===== src/sv/ttrr_pkg.sv =====
package ttrr_pkg;

  localparam int SPEED_WIDTH = 32;
  localparam int THRUST_W    = 32;
  localparam int CFG_W       = 32;
  localparam int CFG_IDX_W   = 3;
  localparam int MAG_W       = THRUST_W;
  localparam int PROD_W      = MAG_W + CFG_W;
  localparam int ROOT_W      = PROD_W / 2;
  localparam int REM_W       = ROOT_W + 3;
  localparam int CALC_W      = (SPEED_WIDTH + 1 > ROOT_W + 2) ? SPEED_WIDTH + 1 : ROOT_W + 2;

  localparam logic signed [CALC_W-1:0] SPEED_LIMIT =
    ({{(CALC_W-1){1'b0}}, 1'b1} << (SPEED_WIDTH - 1)) - {{(CALC_W-1){1'b0}}, 1'b1};
  localparam logic [SPEED_WIDTH-1:0] SPEED_MOST_NEG = {1'b1, {(SPEED_WIDTH-1){1'b0}}};

  localparam logic signed [CFG_W-1:0] THRUST_LO_RST     = -32'sd2621440;
  localparam logic signed [CFG_W-1:0] THRUST_HI_RST     = 32'sd2621440;
  localparam logic        [CFG_W-1:0] SPEED_GAIN_RST    = 32'd65536;
  localparam logic signed [CFG_W-1:0] DEADBAND_LOW_RST  = 32'sd0;
  localparam logic signed [CFG_W-1:0] DEADBAND_HIGH_RST = 32'sd0;

  typedef enum logic [CFG_IDX_W-1:0] {
    REG_THRUST_LO     = 3'd0,
    REG_THRUST_HI     = 3'd1,
    REG_SPEED_GAIN    = 3'd2,
    REG_DEADBAND_LOW  = 3'd3,
    REG_DEADBAND_HIGH = 3'd4
  } cfg_reg_t;

  typedef struct packed {
    logic signed [CFG_W-1:0] thrust_lo;
    logic signed [CFG_W-1:0] thrust_hi;
    logic        [CFG_W-1:0] speed_gain;
    logic signed [CFG_W-1:0] deadband_low;
    logic signed [CFG_W-1:0] deadband_high;
  } cfg_t;

  // One square root step in flight: radicand bits still to bring down,
  // partial remainder and partial root.
  typedef struct packed {
    logic              neg;
    logic [PROD_W-1:0] rad;
    logic [REM_W-1:0]  rem;
    logic [ROOT_W-1:0] root;
  } sq_t;

endpackage


===== src/sv/ttrr_front.sv =====
module ttrr_front (
  input  logic                                 clk,
  input  logic                                 rst,
  input  ttrr_pkg::cfg_t                       cfg,
  input  logic                                 in_valid,
  output logic                                 in_ready,
  input  logic signed [ttrr_pkg::THRUST_W-1:0] thrust_request,
  input  logic                                 request_valid,
  output logic                                 out_valid,
  input  logic                                 out_ready,
  output ttrr_pkg::sq_t                        out_data
);

  logic                              mag_valid;
  logic                              mag_ready;
  logic [ttrr_pkg::MAG_W-1:0]        mag;
  logic                              mag_neg;
  logic signed [ttrr_pkg::THRUST_W-1:0] clamped;
  logic [ttrr_pkg::MAG_W-1:0]        mag_next;
  logic                              neg_next;

  always_comb begin
    if (thrust_request < cfg.thrust_lo) begin
      clamped = cfg.thrust_lo;
    end else if (thrust_request > cfg.thrust_hi) begin
      clamped = cfg.thrust_hi;
    end else begin
      clamped = thrust_request;
    end
    // drop a missing request to a zero magnitude, which yields speed 0
    if (!request_valid) begin
      mag_next = '0;
      neg_next = 1'b0;
    end else if (clamped < 0) begin
      mag_next = ttrr_pkg::MAG_W'(-clamped);
      neg_next = 1'b1;
    end else begin
      mag_next = ttrr_pkg::MAG_W'(clamped);
      neg_next = 1'b0;
    end
  end

  assign mag_ready = !out_valid || out_ready;
  assign in_ready  = !mag_valid || mag_ready;

  always_ff @(posedge clk) begin
    if (rst) begin
      mag_valid <= 1'b0;
    end else if (in_ready) begin
      mag_valid <= in_valid;
    end
  end

  always_ff @(posedge clk) begin
    if (in_ready && in_valid) begin
      mag     <= mag_next;
      mag_neg <= neg_next;
    end
  end

  always_ff @(posedge clk) begin
    if (rst) begin
      out_valid <= 1'b0;
    end else if (mag_ready) begin
      out_valid <= mag_valid;
    end
  end

  always_ff @(posedge clk) begin
    if (mag_ready && mag_valid) begin
      out_data.neg  <= mag_neg;
      out_data.rad  <= ttrr_pkg::PROD_W'(mag) * ttrr_pkg::PROD_W'(cfg.speed_gain);
      out_data.rem  <= '0;
      out_data.root <= '0;
    end
  end

endmodule


===== config.mk =====
export PLATFORM = sky130hd
export DESIGN_NAME = ttrr_front
export DESIGN_NICKNAME = d
export VERILOG_FILES = /design/src/sv/ttrr_pkg.sv /design/src/sv/ttrr_front.sv
export SDC_FILE = /design/constraint.sdc
export NUM_CORES = 2
export LEC_CHECK = 0
export BUFFER_PORTS_ARGS = -buffer_cell sky130_fd_sc_hd__buf_2
export CORE_UTILIZATION = 50
export CTS_CLUSTER_DIAMETER = 60
export DETAILED_ROUTE_END_ITERATION = 10
export PLACE_DENSITY = 0.83
export RECOVER_POWER = 100
export SLEW_MARGIN = 10
export SYNTH_ARGS = -nofsm -noshare
export SYNTH_HDL_FRONTEND = slang
export SYNTH_SLANG_ARGS = --single-unit

===== constraint.sdc =====
create_clock -name clk -period 8 [get_ports clk]
set_input_delay 0.4 -clock clk [delete_from_list [all_inputs] [get_ports clk]]
set_output_delay 0.4 -clock clk [all_outputs]
set_load 0.01 [all_outputs]

==> metrics.txt <==
MaxCap Viol Count 3; worst relative slew slack -1.874; synthesized cell area 0.04101 mm^2; minimum clock period 8068 ps; largest net degree at the start of global routing 66; DRT Pass-1 Iters 11; First DRT Iteration DRCs 3,009; GP Congestion 1.010; Min-Delay Path Class in -> reg; first-pass GRT wire length roughly 180,000 um; Fmax achieved around 120 MHz; Slew @ Worst Pin 4310 ps; #FFs+latches synth 100; core area 0.08081 mm^2; Fin. Hold Viols 0; CTS buffer count 9; TritonCTS clock tree yes; H-tree levels 3; antenna viol nets, final 0; Hold Path Stages 2; PortBufs about 200; Critical Path Most Common Cell fa_1; Reg clk slew, reported paths roughly 80 ps; Horiz. Die Dim 288.4 um; ys flop type edfxtp_1; cells after synthesis 4,491; Area Overhead vs Synth 11.41%; CP Capture Type flop; capturing point of the worst reg2reg path out_data[126]; CTS Hold Buffers Added 0; slowest cell delay on critical path 610 ps; Ys Warns 0; CP Launch Type flop; Avg WL per Cell slightly above 20 um; Hold Crit Endpoint mag_valid; failing checks design-rule violations, max-capacitance violations, max-slew violations, negative setup slack; Slowest-stage cell, CP fa_1; pre-CTS setup slack -1095 ps; RSZ-0062 raised after global routing yes; Sink Count 100; nets 6,191; synth unique cells 84; Req. time, crit path just over 8000 ps; PnR worst setup slack -68.23 ps; GR Overflow Total 0; CTS root buffer clkbuf_16; Post-synth EDFFs a little under 100; CP arrival 8240 ps; vias in the first global route 35,100; Vias 32,970; crit share post-route 1.009; share of layout cells above drive strength 1 0.1236; number of top-level pins 331; Crit Path Category reg -> reg; row cnt 104; post-synthesis sequential area ratio 0.07274; area taken by multi-input logic gates between 0.03 and 0.04 mm^2; largest cells by area after synthesis fa_1, ha_1, and2_1, inv_1, edfxtp_1; Clock Path Buffers 2; chip height 288.4 um; final HPWL from detailed placement 97,340 um; clock skew approximately 15 ps; antenna violations before repair 14; Synth area leader fa_1; drc violations 12; hold wc startpoint rst; status complete, but fails checks; Register Area between 0.002 and 0.003 mm^2; drt total wl 119,200 um; Yosys top cell area share 0.4374; R2R setup slack -70 ps; Max FO, Critical Path 21; Vias/cell 5.637; Fill cells 6,642; Mean Syn Cell Area 9.131 um^2; die area between 0.08 and 0.09 mm^2; Total GRT Usage 0.2877; cells on worst reg2reg path 27; Post-synth ARST share 0; Clk Latency, worst-skew pair 410 ps; Initial Utilization 0.5074; R2R Path Start mag[16]; final number of setup-violating endpoints 3; Slew Viols, Final 118
==> cells by family after synthesis <==
logic type | share of synthesized area
adder cells (fa/ha/maj) | 0.5372
other | 0.00009145
flip-flops | 0.07274
AO/OA/AOI/OAI | 0.06814
AND/OR/NAND/NOR | 0.1795
multiplexers | 0.006407
buffers and inverters | 0.1209
XOR/XNOR | 0.01495
==> layout make-up <==
type | count | area share
inverter | 922 | 0.07576
tap | 1060 | 0.02903
timing repair buffer | 517 | 0.08195
antenna | 14 | 0.0007669
clock inverter | 5 | 0.001342
sequential | 100 | 0.06530
clock buffer | 10 | 0.005012
multi-input combinational | 3221 | 0.7408
==> flip-flops by register name (all words and copies together) (netlist names) <==
register / flops
out_valid: 1
mag_valid: 1
mag_neg: 1
out_data: 65
mag: 32
==> per-stage QoR <==
| stage | utilization | area [um^2] | hold WS (ps) | std cells | TNS [ps] |
|---|---|---|---|---|---|
| 2_1_floorplan | - | 41250 | 400.3 | 4557 | 0 |
| 3_3_place_gp | 0.5514 | 44560 | 440.2 | 5791 | -12200 |
| 3_5_place_dp | 0.5514 | 44560 | 432.2 | 5791 | -13190 |
| 4_1_cts | 0.5579 | 45080 | 152.9 | 5810 | -14.79 |
| 5_1_grt | 0.5652 | 45670 | 175.7 | 5845 | -1946 |
| 6_report | 0.5653 | 45680 | 162.9 | 5849 | -153.8 |
==> worst max-delay path, delay by kind of cell (launching register included) <==
family | cells | cell delay [ps]
XOR/XNOR | 1 | 50
AO/OA/AOI/OAI | 6 | 1200
adder cells (fa/ha/maj) | 9 | 4410
buffers and inverters | 8 | 960
AND/OR/NAND/NOR | 3 | 700
flip-flops | 1 | 520
==> worst max-delay path by stage <==
stage / start / to
finish: mag[16] / out_data[126]
global placement: cfg[69] / out_data[124]
CTS: mag[13] / out_data[124]
detailed placement: cfg[70] / out_data[124]
floorplan: mag[16] / out_data[124]
global route: mag[17] / out_data[130]
==> what timing repair did <==
item / 4_1_cts / 5_1_grt
endpoints found under the setup margin: 19 / 24
endpoints found under the hold margin: 0 / 0
buffers inserted: 4 / 26
resized for setup: 45 / 126
pin swaps: 22 / 49
gates cloned: 0 / 3
==> cell usage in the layout, fill, tap and decap left out, types with 52 or more instances in the layout <==
cell type,n
a21o_1,52
ha_1,315
clkbuf_1,73
a21oi_1,117
nand2_1,504
fa_1,872
nor2_1,105
buf_2,134
inv_1,911
conb_1,67
and2_1,600
edfxtp_1,98
buf_4,252
==> metal layers <==
layer	routed length [um]	up-vias	GRT usage
met1	42670	16630	0.3457
met5	37	-	0
met4	7756	6	0.1708
met2	58210	1802	0.4832
li1	-	14090	-
met3	10470	444	0.05197
==> synth_stat cells, types with 4 or more instances <==
cell type / instances
buf_2: 6
o221ai_1: 5
o311ai_0: 10
mux2i_1: 18
ha_1: 327
nor2b_1: 19
o22ai_1: 6
o21a_1: 23
a21oi_1: 128
xnor2_1: 47
and2_1: 616
nor4_1: 9
nand2_1: 506
fa_1: 896
nand3_1: 36
a211oi_1: 10
o31ai_1: 11
nand4_1: 43
o211a_1: 5
or4_1: 4
buf_4: 73
o21bai_1: 9
nor2_1: 107
xor2_1: 23
inv_1: 920
o32ai_1: 4
o2111ai_1: 5
nand2b_1: 7
edfxtp_1: 98
nor3_1: 38
clkbuf_1: 229
a21boi_0: 7
a21o_1: 52
and3_1: 14
a2111oi_0: 4
a211o_1: 7
mux2_2: 6
a31oi_1: 12
o21ai_0: 58
o211ai_1: 18
or3_1: 6
Power is not shown: default switching activity piles up to over one toggle a cycle in this logic, so the estimate is an artifact.
