==> src/sv/ttrr_pkg.sv <==
package ttrr_pkg;

  localparam int SPEED_WIDTH = 32;
  localparam int THRUST_W    = 32;
  localparam int CFG_W       = 32;
  localparam int CFG_IDX_W   = 3;
  localparam int MAG_W       = THRUST_W;
  localparam int PROD_W      = MAG_W + CFG_W;
  localparam int ROOT_W      = PROD_W / 2;
  localparam int REM_W       = ROOT_W + 3;
  localparam int CALC_W      = (SPEED_WIDTH + 1 > ROOT_W + 2) ? SPEED_WIDTH + 1 : ROOT_W + 2;

  localparam logic signed [CALC_W-1:0] SPEED_LIMIT =
    ({{(CALC_W-1){1'b0}}, 1'b1} << (SPEED_WIDTH - 1)) - {{(CALC_W-1){1'b0}}, 1'b1};
  localparam logic [SPEED_WIDTH-1:0] SPEED_MOST_NEG = {1'b1, {(SPEED_WIDTH-1){1'b0}}};

  localparam logic signed [CFG_W-1:0] THRUST_LO_RST     = -32'sd2621440;
  localparam logic signed [CFG_W-1:0] THRUST_HI_RST     = 32'sd2621440;
  localparam logic        [CFG_W-1:0] SPEED_GAIN_RST    = 32'd65536;
  localparam logic signed [CFG_W-1:0] DEADBAND_LOW_RST  = 32'sd0;
  localparam logic signed [CFG_W-1:0] DEADBAND_HIGH_RST = 32'sd0;

  typedef enum logic [CFG_IDX_W-1:0] {
    REG_THRUST_LO     = 3'd0,
    REG_THRUST_HI     = 3'd1,
    REG_SPEED_GAIN    = 3'd2,
    REG_DEADBAND_LOW  = 3'd3,
    REG_DEADBAND_HIGH = 3'd4
  } cfg_reg_t;

  typedef struct packed {
    logic signed [CFG_W-1:0] thrust_lo;
    logic signed [CFG_W-1:0] thrust_hi;
    logic        [CFG_W-1:0] speed_gain;
    logic signed [CFG_W-1:0] deadband_low;
    logic signed [CFG_W-1:0] deadband_high;
  } cfg_t;

  // One square root step in flight: radicand bits still to bring down,
  // partial remainder and partial root.
  typedef struct packed {
    logic              neg;
    logic [PROD_W-1:0] rad;
    logic [REM_W-1:0]  rem;
    logic [ROOT_W-1:0] root;
  } sq_t;

endpackage

==> src/sv/ttrr_back.sv <==
module ttrr_back (
  input  logic                                clk,
  input  logic                                rst,
  input  ttrr_pkg::cfg_t                      cfg,
  input  logic                                in_valid,
  output logic                                in_ready,
  input  ttrr_pkg::sq_t                       in_data,
  output logic                                speed_valid,
  input  logic                                speed_stall,
  output logic [ttrr_pkg::SPEED_WIDTH-1:0]    speed_command
);

  logic signed [ttrr_pkg::CALC_W-1:0] root_ext;
  logic signed [ttrr_pkg::CALC_W-1:0] speed;
  logic signed [ttrr_pkg::CALC_W-1:0] db_low;
  logic signed [ttrr_pkg::CALC_W-1:0] db_high;
  logic signed [ttrr_pkg::CALC_W-1:0] gated;
  logic signed [ttrr_pkg::CALC_W-1:0] sat;

  always_comb begin
    root_ext = {{(ttrr_pkg::CALC_W-ttrr_pkg::ROOT_W){1'b0}}, in_data.root};
    speed    = in_data.neg ? -root_ext : root_ext;
    db_low   = {{(ttrr_pkg::CALC_W-ttrr_pkg::CFG_W){cfg.deadband_low[ttrr_pkg::CFG_W-1]}},
                cfg.deadband_low};
    db_high  = {{(ttrr_pkg::CALC_W-ttrr_pkg::CFG_W){cfg.deadband_high[ttrr_pkg::CFG_W-1]}},
                cfg.deadband_high};
    gated    = (speed > db_low && speed < db_high) ? '0 : speed;
    if (gated > ttrr_pkg::SPEED_LIMIT) begin
      sat = ttrr_pkg::SPEED_LIMIT;
    end else if (gated < -ttrr_pkg::SPEED_LIMIT) begin
      sat = -ttrr_pkg::SPEED_LIMIT;
    end else begin
      sat = gated;
    end
  end

  assign in_ready = !speed_valid || !speed_stall;

  always_ff @(posedge clk) begin
    if (rst) begin
      speed_valid <= 1'b0;
    end else if (in_ready) begin
      speed_valid <= in_valid;
    end
  end

  always_ff @(posedge clk) begin
    if (in_ready && in_valid) begin
      speed_command <= sat[ttrr_pkg::SPEED_WIDTH-1:0];
    end
  end

endmodule

==> config.mk <==
export PLATFORM = sky130hd
export DESIGN_NAME = ttrr_back
export DESIGN_NICKNAME = d
export VERILOG_FILES = /design/src/sv/ttrr_pkg.sv /design/src/sv/ttrr_back.sv
export SDC_FILE = /design/constraint.sdc
export NUM_CORES = 1
export LEC_CHECK = 0
export ABC_CLOCK_PERIOD_IN_PS = 16000
export BUFFER_PORTS_ARGS = -buffer_cell sky130_fd_sc_hd__buf_2
export CAP_MARGIN = 20
export CORE_AREA = 5 5 125 127
export DETAILED_ROUTE_END_ITERATION = 8
export DIE_AREA = 0 0 130 132
export PLACE_DENSITY = 0.63
export SETUP_SLACK_MARGIN = 0.1
export SKIP_CTS_REPAIR_TIMING = 1
export SLEW_MARGIN = 25
export SYNTH_ARGS = -nofsm -noshare
export SYNTH_HDL_FRONTEND = slang
export SYNTH_SLANG_ARGS = --single-unit
==> constraint.sdc <==
create_clock -name clk -period 16 [get_ports clk]
set_input_delay 3.2 -clock clk [delete_from_list [all_inputs] [get_ports clk]]
set_output_delay 3.2 -clock clk [all_outputs]
set_load 0.01 [all_outputs]
==> metrics.md, run 1 <==
| Metric | Value |
|---|---|
| Synthesis Warnings | 0 |
| Critical Path AT | 8.67 ns |
| Number of clock sinks | 33 |
| TritonCTS clock tree | done |
| Routed WL per cell | ~17 um |
| Clk_lat worst skew | 0.29 ns |
| R2r endpoint | speed_command[20] |
| Final Hold Viols | 0 |
| Sw frac | 0.346 |
| Routed wire length | 14800 um |
| Reg power frac | 0.302 |
| Post-synthesis adder-cell area fraction | 0.192 |
| Yosys cell types | 61 |
| DR pass1 iterations | 5 |
| Number of port buffers | 134 |
| Peak supply drop | 0.0345 mV |
| Startpoint Class | input port |
| NetSw | 127 uW |
| Hold Path Depth | 2 |
| CP required | 16.01 ns |
| Number of synthesized flops with an enable pin | 32 |
| Syn_area_per_cell | about 8 sq um |
| First-pass GRT wire length | approximately 24000 um |
| ANT nets after route | 0 |
| Multi-input gate area | roughly 3000 sq um |
| Storage element area | roughly 1000 sq um |
| Hold EP | speed_valid |
| Starting Density | 0.309 |
| DR iter-0 viols | 226 |
| Clk pwr share | 0.297 |
| Final slew viol count | 0 |
| Diode count | 0 |
| Area leader, netlist | edfxtp_1 |
| Final setup vio count | 0 |
| HP Start | speed_valid |
| Max-capacitance violation count | 0 |
| Yosys top cell area share | 0.217 |
| Worst reg2reg setup slack | between 10 and 15 ns |
| Leakage | 0.00259 uW |
| Nets | slightly above 1000 |
| Post-Syn Area | approximately 4400 sq um |
| I/O pin count | 330 |
| Commonest non-fill, non-tap cell in the layout | buf_2 |
| Setup TNS | 0 ns |
| Gr usage total | 0.174 |
| Sequential area share after synthesis | 0.222 |
| Core Region | 14300 sq um |
| Die span in x | 130 um |
| Largest net degree at the start of global routing | 42 |
| CP Class | input port to flip-flop |
| Most frequent cells in the layout | 134 x buf_2, 78 x a21oi_1, 74 x inv_1, 68 x ha_1, 32 x edfxtp_1 |
| FILL cells | 1538 |
| Via density | 5.35 |
| Reg2Reg Depth | 3 |
| Synthesized flop and latch total | 33 |
| Pwr per Cell Area | 67.6 nW/um^2 |
| Clock Skews | 0.00378 ns |
| Final Wtd Congestion | 0.928 |
| Placed inst area | about 5300 sq um |
| Main combinational cell family by area after synthesis | compound AO/OA/AOI/OAI gates |
| Share of layout cells above drive strength 1 | 0.245 |
| Clock transition at path regs | roughly 0.05 ns |
| Async SR Flop Fraction | 0 |
| Worst setup slack after layout | 7.34 ns |
| Leading post-synthesis cells by cell area | edfxtp_1 22%, ha_1 19%, a21oi_1 8.8% |
| Max_slew headroom | 0.406 |
| Initial antenna violation count | 0 |
| Vias in the first global route | 4597 |
| Multiplexer area fraction after synthesis | 0 |
| RSZ-0062 raised after global routing | no |
| Mapped Cells | around 550 |
| Outcome | completed |
| Slew @ Worst Pin | ~0.88 ns |
| Design area | 5430 sq um |
| Part of the cycle the worst path needs | 0.541 |
| CTS buffer count | 5 |
| H-tree levels | 2 |
| Combinational share of power | 0.401 |
| Layout area overhead | 22.8% |
| Cell-internal power | around 240 uW |
| Worst-path maximum fanout | 17 |
| Most used DFF post-synth | edfxtp_1 |
| Simple-Gate Fraction of Synth Area | 0.189 |
| # DRC | 0 |
| DP Wirelength | between 10000 and 15000 um |
| Synth Area in XOR/XNOR | 0.0475 |
| FP Rows | 44 |
| Die ar. | 17200 sq um |
| Setup crit end kind | flip-flop |
| Worst hold path type | flip-flop to flip-flop |
| Dpl ws | 7.11 ns |
| Total gr overflow | 0 |
| Die Height | 132 um |
| Fmax | about 0.12 GHz |
| Tmin final | 8.66 ns |
| Max Root-Sink Buffers | 2 |
| Clk root buf | clkbuf_16 |
| Compound-Gate Fraction of Synth Area | 0.262 |
| Post-Synthesis Net Count | slightly above 900 |
| RR Startpoint | speed_valid |
| Via count | around 4500 |
worst max-delay path: stages:
cell and delay (ns):
buf_2 0.14, or4_1 0.77, nor4_2 0.55, a31oi_1 0.18
xnor2_1 0.59, inv_1 0.19, ha_1 0.35, nand4_1 0.13
or4_1 0.64, or4b_1 0.56, o211ai_1 0.18, nor4_1 0.10
xor2_2 0.56, buf_4 0.35, a22oi_1 0.16
routing by layer:
metal | vias up | track usage | wire [um]
met5 | - | 0 | 0
met4 | 0 | 0.0456 | 286
met3 | 21 | 0.0409 | 897
met2 | 149 | 0.287 | 7130
met1 | 2103 | 0.228 | 6510
li1 | 2275 | - | -
how the worst max path moves through the flow:
stage / startpoint / to / slack [ns]
floorplan: in_data[2] / speed_command[10] / 8.62
global placement: in_data[5] / speed_command[0] / 7.20
detailed placement: in_data[5] / speed_command[0] / 7.11
CTS: in_data[5] / speed_command[0] / 7.41
global route: in_data[5] / speed_command[0] / 7.08
finish: in_data[5] / speed_command[0] / 7.34
synthesized netlist by cell type (all sizes together), types with 5 or more instances:
cell type / instances
xor2: 5
nand2b: 12
nor3: 11
a211oi: 6
or4: 6
xnor2: 19
a31oi: 7
o2111ai: 5
buf: 8
nor2b: 8
a21oi: 78
clkbuf: 17
nor4: 15
a21o: 22
ha: 68
a2bb2oi: 5
or2: 6
edfxtp: 32
nor2: 23
nand4: 20
o21ai: 16
inv: 74
nand2: 21
cell families after synthesis:
family                     Yosys count
buffers and inverters              100
DFF                                 33
AOI/OAI and AO/OA                  176
adders and majority gates           68
xor gates and xnor gates            24
and+or+nand+nor                    144
per-stage QoR:
stage	utilization	hold slack [ns]	cells	power, uW
global route	0.380	0.536	850	393
global placement	0.368	0.494	842	257
floorplan	-	0.537	545	205
CTS	0.380	0.511	850	370
detailed placement	0.368	0.502	842	259
finish	0.380	0.503	850	367
sequential cells by signal (all words and copies together), names as in the netlist:
| register | cells |
|---|---|
| speed_command | 32 |
| speed_valid | 1 |
cell type report:
cell class	count	share of cell area
multi-input combinational	412	0.566
sequential	33	0.181
timing repair buffer	138	0.129
inverter	75	0.0518
tap	184	0.0424
clock buffer	6	0.0237
clock inverter	2	0.00622
power groups by stage:
stage          Combinational, uW  Sequential, uW  Clock (uW)
2_1_floorplan               87.7             118           0
3_3_place_gp                 145             112           0
3_5_place_dp                 146             112           0
4_1_cts                      147             111         112
5_1_grt                      167             112         114
6_report                     147             111         109
Note: power is estimated with default switching activity, not from simulation.
==> run 2: changes to the inputs <==
--- a/config.mk
+++ b/config.mk
@@ -5,13 +5,13 @@
 export SDC_FILE = /design/constraint.sdc
 export NUM_CORES = 1
 export LEC_CHECK = 0
-export ABC_CLOCK_PERIOD_IN_PS = 16000
+export ABC_CLOCK_PERIOD_IN_PS = 7000
 export BUFFER_PORTS_ARGS = -buffer_cell sky130_fd_sc_hd__buf_2
 export CAP_MARGIN = 20
-export CORE_AREA = 5 5 125 127
+export CORE_AREA = 5 5 124 126
 export DETAILED_ROUTE_END_ITERATION = 8
-export DIE_AREA = 0 0 130 132
-export PLACE_DENSITY = 0.63
+export DIE_AREA = 0 0 129 131
+export PLACE_DENSITY = 0.67
 export SETUP_SLACK_MARGIN = 0.1
 export SKIP_CTS_REPAIR_TIMING = 1
 export SLEW_MARGIN = 25
==> constraint.sdc (replaced) <==
create_clock -name clk -period 7 [get_ports clk]
set_input_delay 1.4 -clock clk [delete_from_list [all_inputs] [get_ports clk]]
set_output_delay 1.4 -clock clk [all_outputs]
set_load 0.01 [all_outputs]
==> metrics.md, run 2 (synthesis gave the netlist of run 1 again) <==
| Metric | Value |
|---|---|
| Final Hold Viols | 0 (unchanged) |
| HP Start | speed_valid |
| Clock Skews | 0.00525 ns (+0.00147 ns) |
| ANT nets after route | 0 (unchanged) |
| First-pass GRT wire length | 23300 um (-1.1%) |
| Tmin final | 5.75 ns |
| Largest Register | speed_command |
| Outcome | completed |
| Die ar. | 16900 sq um (-1.5%) |
| Final slew viol count | 0 (unchanged) |
| Combinational share of power | 0.426 (+0.025) |
| Worst reg2reg setup slack | 5.73 ns (-9.01 ns) |
| Die Height | 131 um (-0.76%) |
| Peak supply drop | 0.105 mV (+210%) |
| Via density | 5.38 (+0.59%) |
| Clk root buf | clkbuf_16 |
| Startpoint Class | input port |
| Nets | 1041 (+1.2%) |
| Clk pwr share | 0.265 (-0.032) |
| Final setup vio count | 0 (unchanged) |
| Fmax | 0.174 GHz |
| Worst hold path type | flip-flop to flip-flop |
| Reg power frac | 0.309 (+0.007) |
| DR pass1 iterations | 5 (unchanged) |
| Slew @ Worst Pin | 1.03 ns (+0.150 ns) |
| Number of port buffers | 134 (unchanged) |
| Layout area overhead | 24.6% |
| Pwr per Cell Area | 148 nW/um^2 (+120%) |
| Worst hold margin | 0.507 ns (+0.00394 ns) |
| Die span in x | 129 um (-0.77%) |
| Largest net degree at the start of global routing | 33 (-21%) |
| Hold Path Depth | 2 (unchanged) |
| R2r endpoint | speed_command[5] |
| Most frequent cells in the layout | 134 x buf_2, 78 x a21oi_1, 74 x inv_1, 68 x ha_1, 32 x edfxtp_1 |
| NetSw | 298 uW (+130%) |
| Cell-internal power | 520 uW (+120%) |
| CTS buffer count | 5 (unchanged) |
| Via count | 4645 (+2.1%) |
| RR Startpoint | speed_valid |
| Max-capacitance violation count | 0 (unchanged) |
| FILL cells | 1494 (-2.9%) |
| TritonCTS clock tree | done |
| Commonest non-fill, non-tap cell in the layout | buf_2 |
| Sw frac | 0.364 (+0.0182) |
| Max reg flops | 32 (unchanged) |
| Routed WL per cell | 17.7 um (+1.5%) |
| Critical Path AT | 5.84 ns (-2.83 ns) |
| I/O pin count | 330 (unchanged) |
| # DRC | 0 (unchanged) |
| Clk_lat worst skew | 0.29 ns (about the same) |
| CP required | 7.09 ns (-8.92 ns) |
| Part of the cycle the worst path needs | 0.822 |
| Vias in the first global route | 4448 (-3.2%) |
| Hold EP | speed_valid |
| DR iter-0 viols | 400 (+77%) |
| FP Rows | 44 (unchanged) |
| CP Class | input port to flip-flop |
| Max_slew headroom | 0.308 (-0.0973) |
| Setup TNS | 0 ns (unchanged) |
| RSZ-0062 raised after global routing | no |
| Leakage | 0.00265 uW (+2.2%) |
| DP Wirelength | 12400 um (+0.47%) |
| Clock transition at path regs | 0.05 ns (about the same) |
| Total gr overflow | 0 (unchanged) |
| Share of layout cells above drive strength 1 | 0.260 (+0.0148) |
| Core Region | 14200 sq um (-0.77%) |
| Gr usage total | 0.176 (+0.00234) |
| Routed wire length | 15300 um (+3.1%) |
| Regs by FF count | speed_command: 32 flops, speed_valid: 1 flops |
| Initial antenna violation count | 0 (unchanged) |
| Final Wtd Congestion | 0.904 (-2.6%) |
| Starting Density | 0.312 (+0.00240) |
| Number of clock sinks | 33 (unchanged) |
| Max Root-Sink Buffers | 2 (unchanged) |
| Setup crit end kind | flip-flop |
| H-tree levels | 2 (unchanged) |
| Reg2Reg Depth | 3 (unchanged) |
| Worst-path maximum fanout | 32 (+15) |
[run 2: worst max-delay path, stage by stage]
cell	delay, ns
buf_2	0.14
or4_1	0.52
buf_4	0.20
nor4_2	0.48
a31oi_1	0.18
xnor2_1	0.21
inv_1	0.10
ha_1	0.30
nand4_1	0.14
or4_1	0.66
or4b_1	0.59
o211ai_1	0.19
nor4_1	0.10
xor2_2	0.18
buf_12	0.19
a21oi_1	0.25
[run 2: layout make-up]
type | count | area [sq um] | area share
Antenna cell | 1 | 2.50 | 0.000454
Clock buffer | 6 | 129 | 0.0234
Clock inverter | 2 | 10.0 | 0.00182
Inverter | 75 | 282 | 0.0511
Multi-Input combinational cell | 412 | 3080 | 0.558
Sequential cell | 33 | 981 | 0.178
Tap cell | 184 | 230 | 0.0418
Timing Repair Buffer | 150 | 803 | 0.146
[run 2: per-stage QoR]
step | util | cells | worst slack [ns] | area (sq um) | total power (uW)
after floorplan | - | 545 | 1.42 | 4430 | 469
after global placement | 0.378 | 854 | 0.995 | 5370 | 598
after detailed placement | 0.378 | 854 | 1.03 | 5370 | 601
after CTS | 0.388 | 862 | 1.29 | 5510 | 822
after global routing | 0.388 | 862 | 1.09 | 5510 | 874
final | 0.388 | 863 | 1.25 | 5510 | 818
[run 2: worst max-delay path by stage]
stage / slack (ns) / startpoint / to / cells after the start
after CTS: 1.29 / in_data[5] / speed_command[6] / 16
after floorplan: 1.42 / in_data[2] / speed_command[10] / 16
after global placement: 0.99 / in_data[5] / speed_command[12] / 16
after detailed placement: 1.03 / in_data[5] / speed_command[6] / 16
final: 1.25 / in_data[5] / speed_command[12] / 16
after global routing: 1.09 / in_data[5] / speed_command[6] / 16
[run 2: metal layers]
metal  global-route usage  part of all wire  up-vias
met5                    0                 0        -
met4               0.0556             0.021        0
met3               0.0435             0.086       27
met2                0.277              0.45      229
met1                0.239              0.44     2089
li1                     -                 -     2300
[run 2: power by group through the flow]
stage	logic, uW	clock network [uW]	registers (uW)
floorplan	200	0	269
global placement	341	0	257
detailed placement	345	0	256
CTS	348	221	253
global route	390	229	255
finish	348	217	253
