$ cat config.mk
export PLATFORM = sky130hd
export DESIGN_NAME = ttrr_cell
export DESIGN_NICKNAME = d
export VERILOG_FILES = /design/src/sv/ttrr_pkg.sv /design/src/sv/ttrr_cell.sv
export SDC_FILE = /design/constraint.sdc
export NUM_CORES = 1
export LEC_CHECK = 0
export ABC_AREA = 0
export BUFFER_PORTS_ARGS = -buffer_cell sky130_fd_sc_hd__buf_2
export CORE_ASPECT_RATIO = 2
export CORE_UTILIZATION = 48
export CTS_CLUSTER_DIAMETER = 100
export DETAILED_ROUTE_END_ITERATION = 6
export PLACE_DENSITY = 0.8
export SLEW_MARGIN = 40
export SYNTH_ARGS = -nofsm -noshare
export SYNTH_HDL_FRONTEND = slang
export SYNTH_SLANG_ARGS = --single-unit
$ cat constraint.sdc
create_clock -name clk -period 5.9 [get_ports clk]
set_input_delay 1.18 -clock clk [delete_from_list [all_inputs] [get_ports clk]]
set_output_delay 1.18 -clock clk [all_outputs]
set_load 0.1 [all_outputs]
$ cat src/sv/ttrr_pkg.sv
package ttrr_pkg;

  localparam int SPEED_WIDTH = 32;
  localparam int THRUST_W    = 32;
  localparam int CFG_W       = 32;
  localparam int CFG_IDX_W   = 3;
  localparam int MAG_W       = THRUST_W;
  localparam int PROD_W      = MAG_W + CFG_W;
  localparam int ROOT_W      = PROD_W / 2;
  localparam int REM_W       = ROOT_W + 3;
  localparam int CALC_W      = (SPEED_WIDTH + 1 > ROOT_W + 2) ? SPEED_WIDTH + 1 : ROOT_W + 2;

  localparam logic signed [CALC_W-1:0] SPEED_LIMIT =
    ({{(CALC_W-1){1'b0}}, 1'b1} << (SPEED_WIDTH - 1)) - {{(CALC_W-1){1'b0}}, 1'b1};
  localparam logic [SPEED_WIDTH-1:0] SPEED_MOST_NEG = {1'b1, {(SPEED_WIDTH-1){1'b0}}};

  localparam logic signed [CFG_W-1:0] THRUST_LO_RST     = -32'sd2621440;
  localparam logic signed [CFG_W-1:0] THRUST_HI_RST     = 32'sd2621440;
  localparam logic        [CFG_W-1:0] SPEED_GAIN_RST    = 32'd65536;
  localparam logic signed [CFG_W-1:0] DEADBAND_LOW_RST  = 32'sd0;
  localparam logic signed [CFG_W-1:0] DEADBAND_HIGH_RST = 32'sd0;

  typedef enum logic [CFG_IDX_W-1:0] {
    REG_THRUST_LO     = 3'd0,
    REG_THRUST_HI     = 3'd1,
    REG_SPEED_GAIN    = 3'd2,
    REG_DEADBAND_LOW  = 3'd3,
    REG_DEADBAND_HIGH = 3'd4
  } cfg_reg_t;

  typedef struct packed {
    logic signed [CFG_W-1:0] thrust_lo;
    logic signed [CFG_W-1:0] thrust_hi;
    logic        [CFG_W-1:0] speed_gain;
    logic signed [CFG_W-1:0] deadband_low;
    logic signed [CFG_W-1:0] deadband_high;
  } cfg_t;

  // One square root step in flight: radicand bits still to bring down,
  // partial remainder and partial root.
  typedef struct packed {
    logic              neg;
    logic [PROD_W-1:0] rad;
    logic [REM_W-1:0]  rem;
    logic [ROOT_W-1:0] root;
  } sq_t;

endpackage

$ cat src/sv/ttrr_cell.sv
module ttrr_cell (
  input  logic          clk,
  input  logic          rst,
  input  logic          in_valid,
  output logic          in_ready,
  input  ttrr_pkg::sq_t in_data,
  output logic          out_valid,
  input  logic          out_ready,
  output ttrr_pkg::sq_t out_data
);

  logic [ttrr_pkg::REM_W-1:0] rem_sh;
  logic [ttrr_pkg::REM_W-1:0] trial;
  ttrr_pkg::sq_t              step;

  always_comb begin
    // bring down the next two radicand bits and try root*4+1
    rem_sh   = {in_data.rem[ttrr_pkg::REM_W-3:0], in_data.rad[ttrr_pkg::PROD_W-1 -: 2]};
    trial    = {1'b0, in_data.root, 2'b01};
    step.neg = in_data.neg;
    step.rad = {in_data.rad[ttrr_pkg::PROD_W-3:0], 2'b00};
    if (rem_sh >= trial) begin
      step.rem  = rem_sh - trial;
      step.root = {in_data.root[ttrr_pkg::ROOT_W-2:0], 1'b1};
    end else begin
      step.rem  = rem_sh;
      step.root = {in_data.root[ttrr_pkg::ROOT_W-2:0], 1'b0};
    end
  end

  assign in_ready = !out_valid || out_ready;

  always_ff @(posedge clk) begin
    if (rst) begin
      out_valid <= 1'b0;
    end else if (in_ready) begin
      out_valid <= in_valid;
    end
  end

  always_ff @(posedge clk) begin
    if (in_ready && in_valid) begin
      out_data <= step;
    end
  end

endmodule

==> results of run 1 <==
==> cell usage after synthesis (3+ instances only) <==
master                       n
sky130_fd_sc_hd__xnor2_1    21
sky130_fd_sc_hd__a21o_1      7
sky130_fd_sc_hd__or3_1       3
sky130_fd_sc_hd__inv_1      47
sky130_fd_sc_hd__nor3_1     10
sky130_fd_sc_hd__buf_6       3
sky130_fd_sc_hd__mux2i_1     3
sky130_fd_sc_hd__and3_1      6
sky130_fd_sc_hd__a311oi_1    3
sky130_fd_sc_hd__nor2_1     47
sky130_fd_sc_hd__ha_1       34
sky130_fd_sc_hd__o21bai_1    4
sky130_fd_sc_hd__buf_4       4
sky130_fd_sc_hd__o211ai_1    5
sky130_fd_sc_hd__o21ai_1     3
sky130_fd_sc_hd__buf_2       5
sky130_fd_sc_hd__o21a_1      4
sky130_fd_sc_hd__a21oi_1    33
sky130_fd_sc_hd__nor4_1      3
sky130_fd_sc_hd__a21oi_2    20
sky130_fd_sc_hd__nand2_1    28
sky130_fd_sc_hd__nand4_1    10
sky130_fd_sc_hd__o31a_1      3
sky130_fd_sc_hd__edfxtp_1  130
sky130_fd_sc_hd__xor2_1     10
sky130_fd_sc_hd__nor2b_1     4
sky130_fd_sc_hd__o21ai_0    25
==> registers in the layout, indices dropped and copies added (netlist names) <==
signal / cells
out_data: 130
out_valid: 1
==> final timing paths <==
path,to,slack [ns]
max,out_data[64],2.02
min,out_valid,0.56
max reg2reg,out_data[14],3.93
min reg2reg,out_valid,0.56
==> worst max-delay path: cells and delay by family <==
| kind | cells | cell delay, ns |
|---|---|---|
| AND/OR/NAND/NOR | 3 | 0.71 |
| adder cells (fa/ha/maj) | 1 | 0.44 |
| multiplexers | 1 | 0.40 |
| AO/OA/AOI/OAI | 3 | 0.77 |
| buffers and inverters | 3 | 0.53 |
==> final cells by class <==
| cell class | count | area [um^2] |
|---|---|---|
| fillers | 993 | 4594 |
| well taps | 152 | 190.2 |
| multi-input cells | 325 | 2247 |
| inverters | 48 | 185.2 |
| clock inverters | 15 | 158.9 |
| clock buffers | 17 | 425.4 |
| repair buffers | 267 | 1341 |
| flip-flops and latches | 131 | 3924 |
==> through the flow <==
step | worst slack [ns] | util, % | total power (uW) | hold slack (ns) | cell area (um^2)
after floorplan | 0.3157 | - | 1941 | 1.249 | 6445
after global placement | 1.303 | 60.36 | 2102 | 0.5000 | 7886
after detailed placement | 1.574 | 60.37 | 2115 | 0.5362 | 7888
after CTS | 1.991 | 64.84 | 3159 | 0.5631 | 8472
after global routing | 1.825 | 64.84 | 3245 | 0.6011 | 8472
final | 2.021 | 64.84 | 3143 | 0.5638 | 8472
==> layer usage <==
layer	wire (um)	global-route usage [%]	up-vias
met2	10380	51.57	226
met4	503	11.69	0
met3	1169	5.915	36
met5	0	0	-
met1	5483	22.07	2425
li1	-	-	2451
==> power groups by stage <==
stage | Clock (uW) | Sequential (uW) | Combinational [uW]
4_1_cts | 1060 | 1140 | 962
3_5_place_dp | 0 | 1150 | 960
6_report | 1050 | 1130 | 962
2_1_floorplan | 0 | 1670 | 275
3_3_place_gp | 0 | 1150 | 949
5_1_grt | 1100 | 1140 | 1000
==> cells by family after synthesis <==
logic type                 Yosys count  synth area share, %
AOI/OAI and AO/OA                  128                13.77
and+or+nand+nor                    123                8.955
muxes                                7                1.165
DFF                                131                60.92
xor gates and xnor gates            31                4.215
adders and majority gates           34                6.605
other                                1              0.05822
buffers and inverters               61                4.312
==> metrics.txt, run 1 <==
# TYPE chip_impl_metric gauge
chip_impl_info{name="result_of_the_run",value="finished, violations left"} 1
chip_impl_info{name="failed_checks",value="DRC"} 1
chip_impl_metric{name="p_sw_share",unit="%"} 38.94
chip_impl_info{name="timing.critical_path.from",value="in_data[22]"} 1
chip_impl_metric{name="dp.cells",unit=""} 923
chip_impl_metric{name="route.detailed.drc",unit=""} 60
chip_impl_metric{name="die_width",unit="um"} 83.91
chip_impl_metric{name="synth.yosys.warnings",unit=""} 0
chip_impl_info{name="critical-path-slowest-cell",value="sky130_fd_sc_hd__ha_1"} 1
chip_impl_metric{name="comb_power_share",unit="%"} 30.6
chip_impl_metric{name="hold_viol",unit=""} 0
chip_impl_metric{name="fin_nets",unit=""} 960
chip_impl_metric{name="vias_per_cell",unit=""} 5.380
chip_impl_metric{name="clock_sinks",unit=""} 131
chip_impl_metric{name="areaGrowthSynthToFinish",unit="%"} 31.53
chip_impl_metric{name="setup-violations-final",unit=""} 0
chip_impl_metric{name="place.gp.congestion",unit=""} 0.9534
chip_impl_info{name="worstPathCellList",value="buf_2, inv_1, ha_1, nand4_1, nand2b_1, or3_1, a211oi_2, o31ai_2, o21a_2, inv_6, mux2_2"} 1
chip_impl_metric{name="cellLeakagePower",unit="uW"} 0.003738
chip_impl_metric{name="post-dp-hpwl",unit="um"} 13760
chip_impl_metric{name="worst_hold_path.num_cells",unit=""} 2
chip_impl_info{name="layout_common_cells",value="sky130_fd_sc_hd__buf_2 (265), sky130_fd_sc_hd__edfxtp_1 (130), sky130_fd_sc_hd__inv_1 (47), sky130_fd_sc_hd__nor2_1 (47), sky130_fd_sc_hd__ha_1 (34)"} 1
chip_impl_info{name="ys_top_cells_by_area",value="sky130_fd_sc_hd__edfxtp_1 (61%), sky130_fd_sc_hd__ha_1 (6.6%), sky130_fd_sc_hd__xnor2_1 (2.9%), sky130_fd_sc_hd__inv_1 (2.7%), sky130_fd_sc_hd__nor2_1 (2.7%)"} 1
chip_impl_info{name="post-synth-top-area-cell",value="sky130_fd_sc_hd__edfxtp_1"} 1
chip_impl_metric{name="p_sw",unit="uW"} 1224
chip_impl_info{name="min_from",value="out_valid"} 1
chip_impl_metric{name="grt.total_usage",unit="%"} 25.29
chip_impl_metric{name="timing.max_cap.violations",unit=""} 0
chip_impl_metric{name="holdBufCountCts",unit=""} 0
chip_impl_metric{name="grt_antenna_before_repair",unit=""} 0
chip_impl_metric{name="cpPeakStageDelay",unit="ns"} 0.44
chip_impl_metric{name="pwr_density_cell",unit="nW/um^2"} 371.0
chip_impl_metric{name="cell_internal_pwr",unit="uW"} 1919
chip_impl_metric{name="synth_edf_count",unit=""} 130
chip_impl_info{name="layout.cells.most_common",value="sky130_fd_sc_hd__buf_2"} 1
chip_impl_metric{name="via_count_of_the_routed_design",unit=""} 5138
chip_impl_info{name="ctsRootBufferMaster",value="sky130_fd_sc_hd__clkbuf_16"} 1
chip_impl_metric{name="cp_data_arrival_time",unit="ns"} 4.04
chip_impl_metric{name="die_h",unit="um"} 165.8
chip_impl_metric{name="cts-buffers-inserted",unit=""} 17
chip_impl_metric{name="synth_async_sr_flop_share",unit="%"} 0
chip_impl_metric{name="drtPass1Iterations",unit=""} 7
chip_impl_metric{name="insertion_delay",unit="ns"} 0.41
chip_impl_metric{name="drtIter0Drc",unit=""} 294
chip_impl_info{name="yosys_most_used_dff",value="sky130_fd_sc_hd__edfxtp_1"} 1
chip_impl_info{name="unrepaired_setup_endpoints_after_global_routing",value="no"} 1
chip_impl_metric{name="power_frac_clock",unit="%"} 33.3
chip_impl_metric{name="wl_per_cell",unit="um"} 18.36
chip_impl_metric{name="final_count_of_pins_violating_max_slew",unit=""} 0
chip_impl_metric{name="ff_latch_count_synth",unit=""} 131
chip_impl_metric{name="final_worst_path_cycle_share",unit="%"} 65.75
chip_impl_metric{name="wirelength",unit="um"} 17540
chip_impl_metric{name="worst_r2r_path_depth",unit=""} 3
chip_impl_metric{name="grt_pass1_wl",unit="um"} 26620
chip_impl_metric{name="worstPathMaxFanout",unit=""} 46
chip_impl_metric{name="slew_at_the_pin_closest_to_its_max_slew_limit",unit="ns"} 0.7126
chip_impl_metric{name="fin_crit",unit="ns"} 3.879
chip_impl_metric{name="cts_max_level",unit=""} 4
chip_impl_metric{name="timing.critical_path.required",unit="ns"} 6.07
chip_impl_metric{name="floorplan.initialDensity",unit="%"} 49.30
chip_impl_metric{name="floorplan.rows",unit=""} 59
chip_impl_metric{name="number_of_global_route_vias_before_repair",unit=""} 5271
chip_impl_metric{name="syn-instance-count",unit=""} 516
chip_impl_metric{name="grt_start_max_net_pins",unit=""} 58
chip_impl_metric{name="final_layout_size_suffix_gt1_share",unit="%"} 41.47
chip_impl_metric{name="antennaDiodeCount",unit=""} 0
chip_impl_metric{name="synth.distinct_cells",unit=""} 59
chip_impl_metric{name="design.die.area",unit="um^2"} 13910
chip_impl_info{name="kind_of_capture_point_of_the_worst_setup_path",value="flop"} 1
chip_impl_metric{name="synthDominantCellAreaShare",unit="%"} 60.61
chip_impl_info{name="worst_r2r_startpoint",value="out_valid"} 1
chip_impl_metric{name="drt.antenna.violating_nets",unit=""} 0
chip_impl_metric{name="io_pins",unit=""} 270
chip_impl_info{name="clock_tree_from_tritoncts",value="done"} 1
chip_impl_metric{name="max_freq",unit="GHz"} 0.2578
chip_impl_metric{name="fin_tns_setup",unit="ns"} 0
chip_impl_metric{name="postCtsSetupBuffers",unit=""} 0
chip_impl_metric{name="core_region_area",unit="um^2"} 13070
chip_impl_metric{name="power.share.sequential",unit="%"} 36.1
chip_impl_metric{name="numPortBuffers",unit=""} 265
chip_impl_metric{name="post_synthesis_instance_area",unit="um^2"} 6441
chip_impl_metric{name="post_synth.cell_area_avg",unit="um^2"} 12.48
chip_impl_metric{name="post_cts.resized_instances",unit=""} 0
chip_impl_metric{name="finish.cell_count_without_fillers",unit=""} 955
chip_impl_metric{name="synth_sequential_area_ratio",unit="%"} 60.92
chip_impl_metric{name="clk_pin_slew_worst_paths",unit="ns"} 0.06
chip_impl_metric{name="overflow",unit=""} 0
chip_impl_info{name="hold_class",value="flop to flop"} 1
chip_impl_info{name="timing_worst_setup_path_type",value="input port to flop"} 1
chip_impl_metric{name="fin_skew",unit="ns"} 0.008969
chip_impl_info{name="worst_setup_path_start_kind",value="input port"} 1
chip_impl_metric{name="headroom_to_the_max_slew_limit",unit="%"} 52.50
chip_impl_metric{name="cts-root-to-sink-buffers",unit=""} 2
chip_impl_metric{name="worst_ir_drop_vdd",unit="mV"} 0.2651
Note: power is estimated with default switching activity, not from simulation.
==> inputs of run 2 (changes only) <==
--- a/config.mk
+++ b/config.mk
@@ -8,10 +8,10 @@
 export ABC_AREA = 0
 export BUFFER_PORTS_ARGS = -buffer_cell sky130_fd_sc_hd__buf_2
 export CORE_ASPECT_RATIO = 2
-export CORE_UTILIZATION = 48
+export CORE_UTILIZATION = 44
 export CTS_CLUSTER_DIAMETER = 100
 export DETAILED_ROUTE_END_ITERATION = 6
-export PLACE_DENSITY = 0.8
+export PLACE_DENSITY = 0.77
 export SLEW_MARGIN = 40
 export SYNTH_ARGS = -nofsm -noshare
 export SYNTH_HDL_FRONTEND = slang
==> constraint.sdc (replaced) <==
create_clock -name clk -period 3.3 [get_ports clk]
set_input_delay 0.66 -clock clk [delete_from_list [all_inputs] [get_ports clk]]
set_output_delay 0.66 -clock clk [all_outputs]
set_load 0.1 [all_outputs]
==> run 2 against run 1 <==
The run now ends clean. Hold slack worse by 0.16 ns. Sequential power is 80% higher. Power is 83% higher. Largest power group unchanged.
==> metrics.txt, run 2 (synthesis gave the netlist of run 1 again) <==
# TYPE chip_impl_metric gauge
chip_impl_info{name="clock_tree_from_tritoncts",value="done"} 1
chip_impl_metric{name="pwr_density_cell",unit="nW/um^2"} 654.0
chip_impl_info{name="unrepaired_setup_endpoints_after_global_routing",value="no"} 1
chip_impl_info{name="registers.top_by_ff_count",value="out_data"} 1
chip_impl_metric{name="cp_data_arrival_time",unit="ns"} 3.02
chip_impl_metric{name="wirelength",unit="um"} 17050
chip_impl_metric{name="final_layout_size_suffix_gt1_share",unit="%"} 43.03
chip_impl_metric{name="setup-violations-final",unit=""} 0
chip_impl_metric{name="cts-root-to-sink-buffers",unit=""} 2
chip_impl_info{name="kind_of_capture_point_of_the_worst_setup_path",value="flop"} 1
chip_impl_metric{name="drtIter0Drc",unit=""} 218
chip_impl_metric{name="clock_sinks",unit=""} 131
chip_impl_metric{name="grt.total_usage",unit="%"} 22.84
chip_impl_metric{name="via_count_of_the_routed_design",unit=""} 5237
chip_impl_metric{name="numPortBuffers",unit=""} 265
chip_impl_metric{name="core_region_area",unit="um^2"} 14350
chip_impl_info{name="worst_hold_path.endpoint",value="out_valid"} 1
chip_impl_info{name="worst_r2r_startpoint",value="out_valid"} 1
chip_impl_metric{name="cts_max_level",unit=""} 4
chip_impl_metric{name="die_h",unit="um"} 173.1
chip_impl_info{name="layout_common_cells",value="sky130_fd_sc_hd__buf_2 (265), sky130_fd_sc_hd__edfxtp_1 (130), sky130_fd_sc_hd__inv_1 (47), sky130_fd_sc_hd__nor2_1 (47), sky130_fd_sc_hd__ha_1 (34)"} 1
chip_impl_metric{name="grt_start_max_net_pins",unit=""} 56
chip_impl_metric{name="holdBufCountCts",unit=""} 0
chip_impl_metric{name="cts-buffers-inserted",unit=""} 17
chip_impl_metric{name="fin_nets",unit=""} 990
chip_impl_metric{name="final_count_of_pins_violating_max_slew",unit=""} 0
chip_impl_info{name="reg.largest.list",value="out_data: 130 flops, out_valid: 1 flops"} 1
chip_impl_info{name="worst_setup_path_start_kind",value="input port"} 1
chip_impl_metric{name="timing.max_cap.violations",unit=""} 0
chip_impl_metric{name="postCtsSetupBuffers",unit=""} 0
chip_impl_metric{name="die_width",unit="um"} 87.56
chip_impl_metric{name="headroom_to_the_max_slew_limit",unit="%"} 65.21
chip_impl_metric{name="max_freq",unit="GHz"} 0.3507
chip_impl_metric{name="worst_hold_path.num_cells",unit=""} 2
chip_impl_info{name="timing_worst_setup_path_type",value="input port to flop"} 1
chip_impl_metric{name="post-dp-hpwl",unit="um"} 13430
chip_impl_metric{name="cellLeakagePower",unit="uW"} 0.003894
chip_impl_metric{name="route.detailed.drc",unit=""} 0
chip_impl_metric{name="insertion_delay",unit="ns"} 0.42
chip_impl_info{name="hold_class",value="input port to flop"} 1
chip_impl_metric{name="worstPathMaxFanout",unit=""} 4
chip_impl_metric{name="number_of_global_route_vias_before_repair",unit=""} 5250
chip_impl_metric{name="slew_at_the_pin_closest_to_its_max_slew_limit",unit="ns"} 0.5255
chip_impl_metric{name="drt.antenna.violating_nets",unit=""} 0
chip_impl_info{name="min_from",value="rst"} 1
chip_impl_info{name="layout.cells.most_common",value="sky130_fd_sc_hd__buf_2"} 1
chip_impl_metric{name="floorplan.rows",unit=""} 62
chip_impl_metric{name="worst_ir_drop_vdd",unit="mV"} 0.3797
chip_impl_metric{name="place.gp.congestion",unit=""} 0.8809
chip_impl_metric{name="vias_per_cell",unit=""} 5.104
chip_impl_metric{name="regToRegSetupSlack",unit="ns"} 1.73
chip_impl_metric{name="fin_skew",unit="ns"} 0.007132
chip_impl_info{name="result_of_the_run",value="complete, no violations"} 1
chip_impl_metric{name="fin_hold_ws",unit="ns"} 0.4059
chip_impl_metric{name="worst_r2r_path_depth",unit=""} 3
chip_impl_metric{name="fin_tns_setup",unit="ns"} 0
chip_impl_metric{name="io_pins",unit=""} 270
chip_impl_info{name="crit-reg2reg-capture",value="out_data[2]"} 1
chip_impl_metric{name="overflow",unit=""} 0
chip_impl_metric{name="floorplan.initialDensity",unit="%"} 44.88
chip_impl_metric{name="post_cts.resized_instances",unit=""} 0
chip_impl_metric{name="design.die.area",unit="um^2"} 15160
chip_impl_metric{name="grt_antenna_before_repair",unit=""} 2
chip_impl_info{name="ctsRootBufferMaster",value="sky130_fd_sc_hd__clkbuf_16"} 1
chip_impl_metric{name="clk_pin_slew_worst_paths",unit="ns"} 0.06
chip_impl_metric{name="fin_crit",unit="ns"} 2.852
chip_impl_metric{name="largest_register_ff_count",unit=""} 130
chip_impl_metric{name="wl_per_cell",unit="um"} 16.62
chip_impl_metric{name="final_worst_path_cycle_share",unit="%"} 86.42
chip_impl_metric{name="drtPass1Iterations",unit=""} 5
chip_impl_metric{name="timing.critical_path.required",unit="ns"} 3.46
chip_impl_metric{name="hold_viol",unit=""} 0
chip_impl_metric{name="areaGrowthSynthToFinish",unit="%"} 36.71
chip_impl_metric{name="grt_pass1_wl",unit="um"} 25410
## run 2: cell count changes in the layout (fill, tap and decap cells not counted), moves of 3 or more
cell / before / now
sky130_fd_sc_hd__bufinv_16: 1 / 4
sky130_fd_sc_hd__buf_4: 2 / 30
sky130_fd_sc_hd__inv_6: 6 / 3
sky130_fd_sc_hd__inv_8: 5 / 0
## run 2: report_power, final
part	leakage, uW	internal [uW]	switching (uW)
Clock	0.000288	1260	698
Combinational	0.00234	406	1370
Sequential	0.00126	2000	28.1
Total	0.00389	3670	2090
## run 2: per-stage QoR
step / instance area (um^2) / worst slack [ns] / power [uW] / std cells / util, %
detailed placement: 8187 / 0.04032 / 3826 / 993 / 57.04
CTS: 8801 / 0.4503 / 5787 / 1024 / 61.33
floorplan: 6447 / 0.2164 / 3462 / 517 / -
global route: 8806 / 0.2970 / 5931 / 1026 / 61.36
global placement: 8187 / 0.09027 / 3808 / 993 / 57.04
finish: 8806 / 0.4483 / 5759 / 1026 / 61.36
## run 2: cell type report
| class | count | area (um^2) |
|---|---|---|
| diodes | 2 | 5.005 |
| clock buffers | 19 | 432.9 |
| clock inverters | 12 | 181.4 |
| fillers | 1149 | 5545 |
| inverters | 48 | 185.2 |
| multi-input cells | 325 | 2246 |
| flip-flops and latches | 131 | 3924 |
| well taps | 192 | 240.2 |
| repair buffers | 297 | 1592 |
## run 2: worst max path at each step
stage / startpoint / endpoint / slack (ns)
6_report: in_data[0] / out_data[64] / 0.45
5_1_grt: in_data[13] / out_data[64] / 0.30
4_1_cts: in_data[0] / out_data[64] / 0.45
3_5_place_dp: in_data[0] / out_data[64] / 0.04
3_3_place_gp: in_data[13] / out_data[64] / 0.09
2_1_floorplan: out_valid / out_data[0] / 0.22
## run 2: critical path: stages
cell and delay, ns:
sky130_fd_sc_hd__buf_2 0.09, sky130_fd_sc_hd__inv_1 0.04, sky130_fd_sc_hd__ha_1 0.30, sky130_fd_sc_hd__buf_4 0.15, sky130_fd_sc_hd__nor2b_1 0.15, sky130_fd_sc_hd__o21ba_2 0.23, sky130_fd_sc_hd__nor4_1 0.29, sky130_fd_sc_hd__o21ai_2 0.17
sky130_fd_sc_hd__a21oi_1 0.33, sky130_fd_sc_hd__o311ai_1 0.18, sky130_fd_sc_hd__xnor2_1 0.15, sky130_fd_sc_hd__mux2_2 0.27
## run 2: layer usage
metal	track usage (%)	part of all wire, %
met3	7.208	7.4
met1	19.10	31
met4	15.71	5.2
met2	42.87	56
met5	0	0
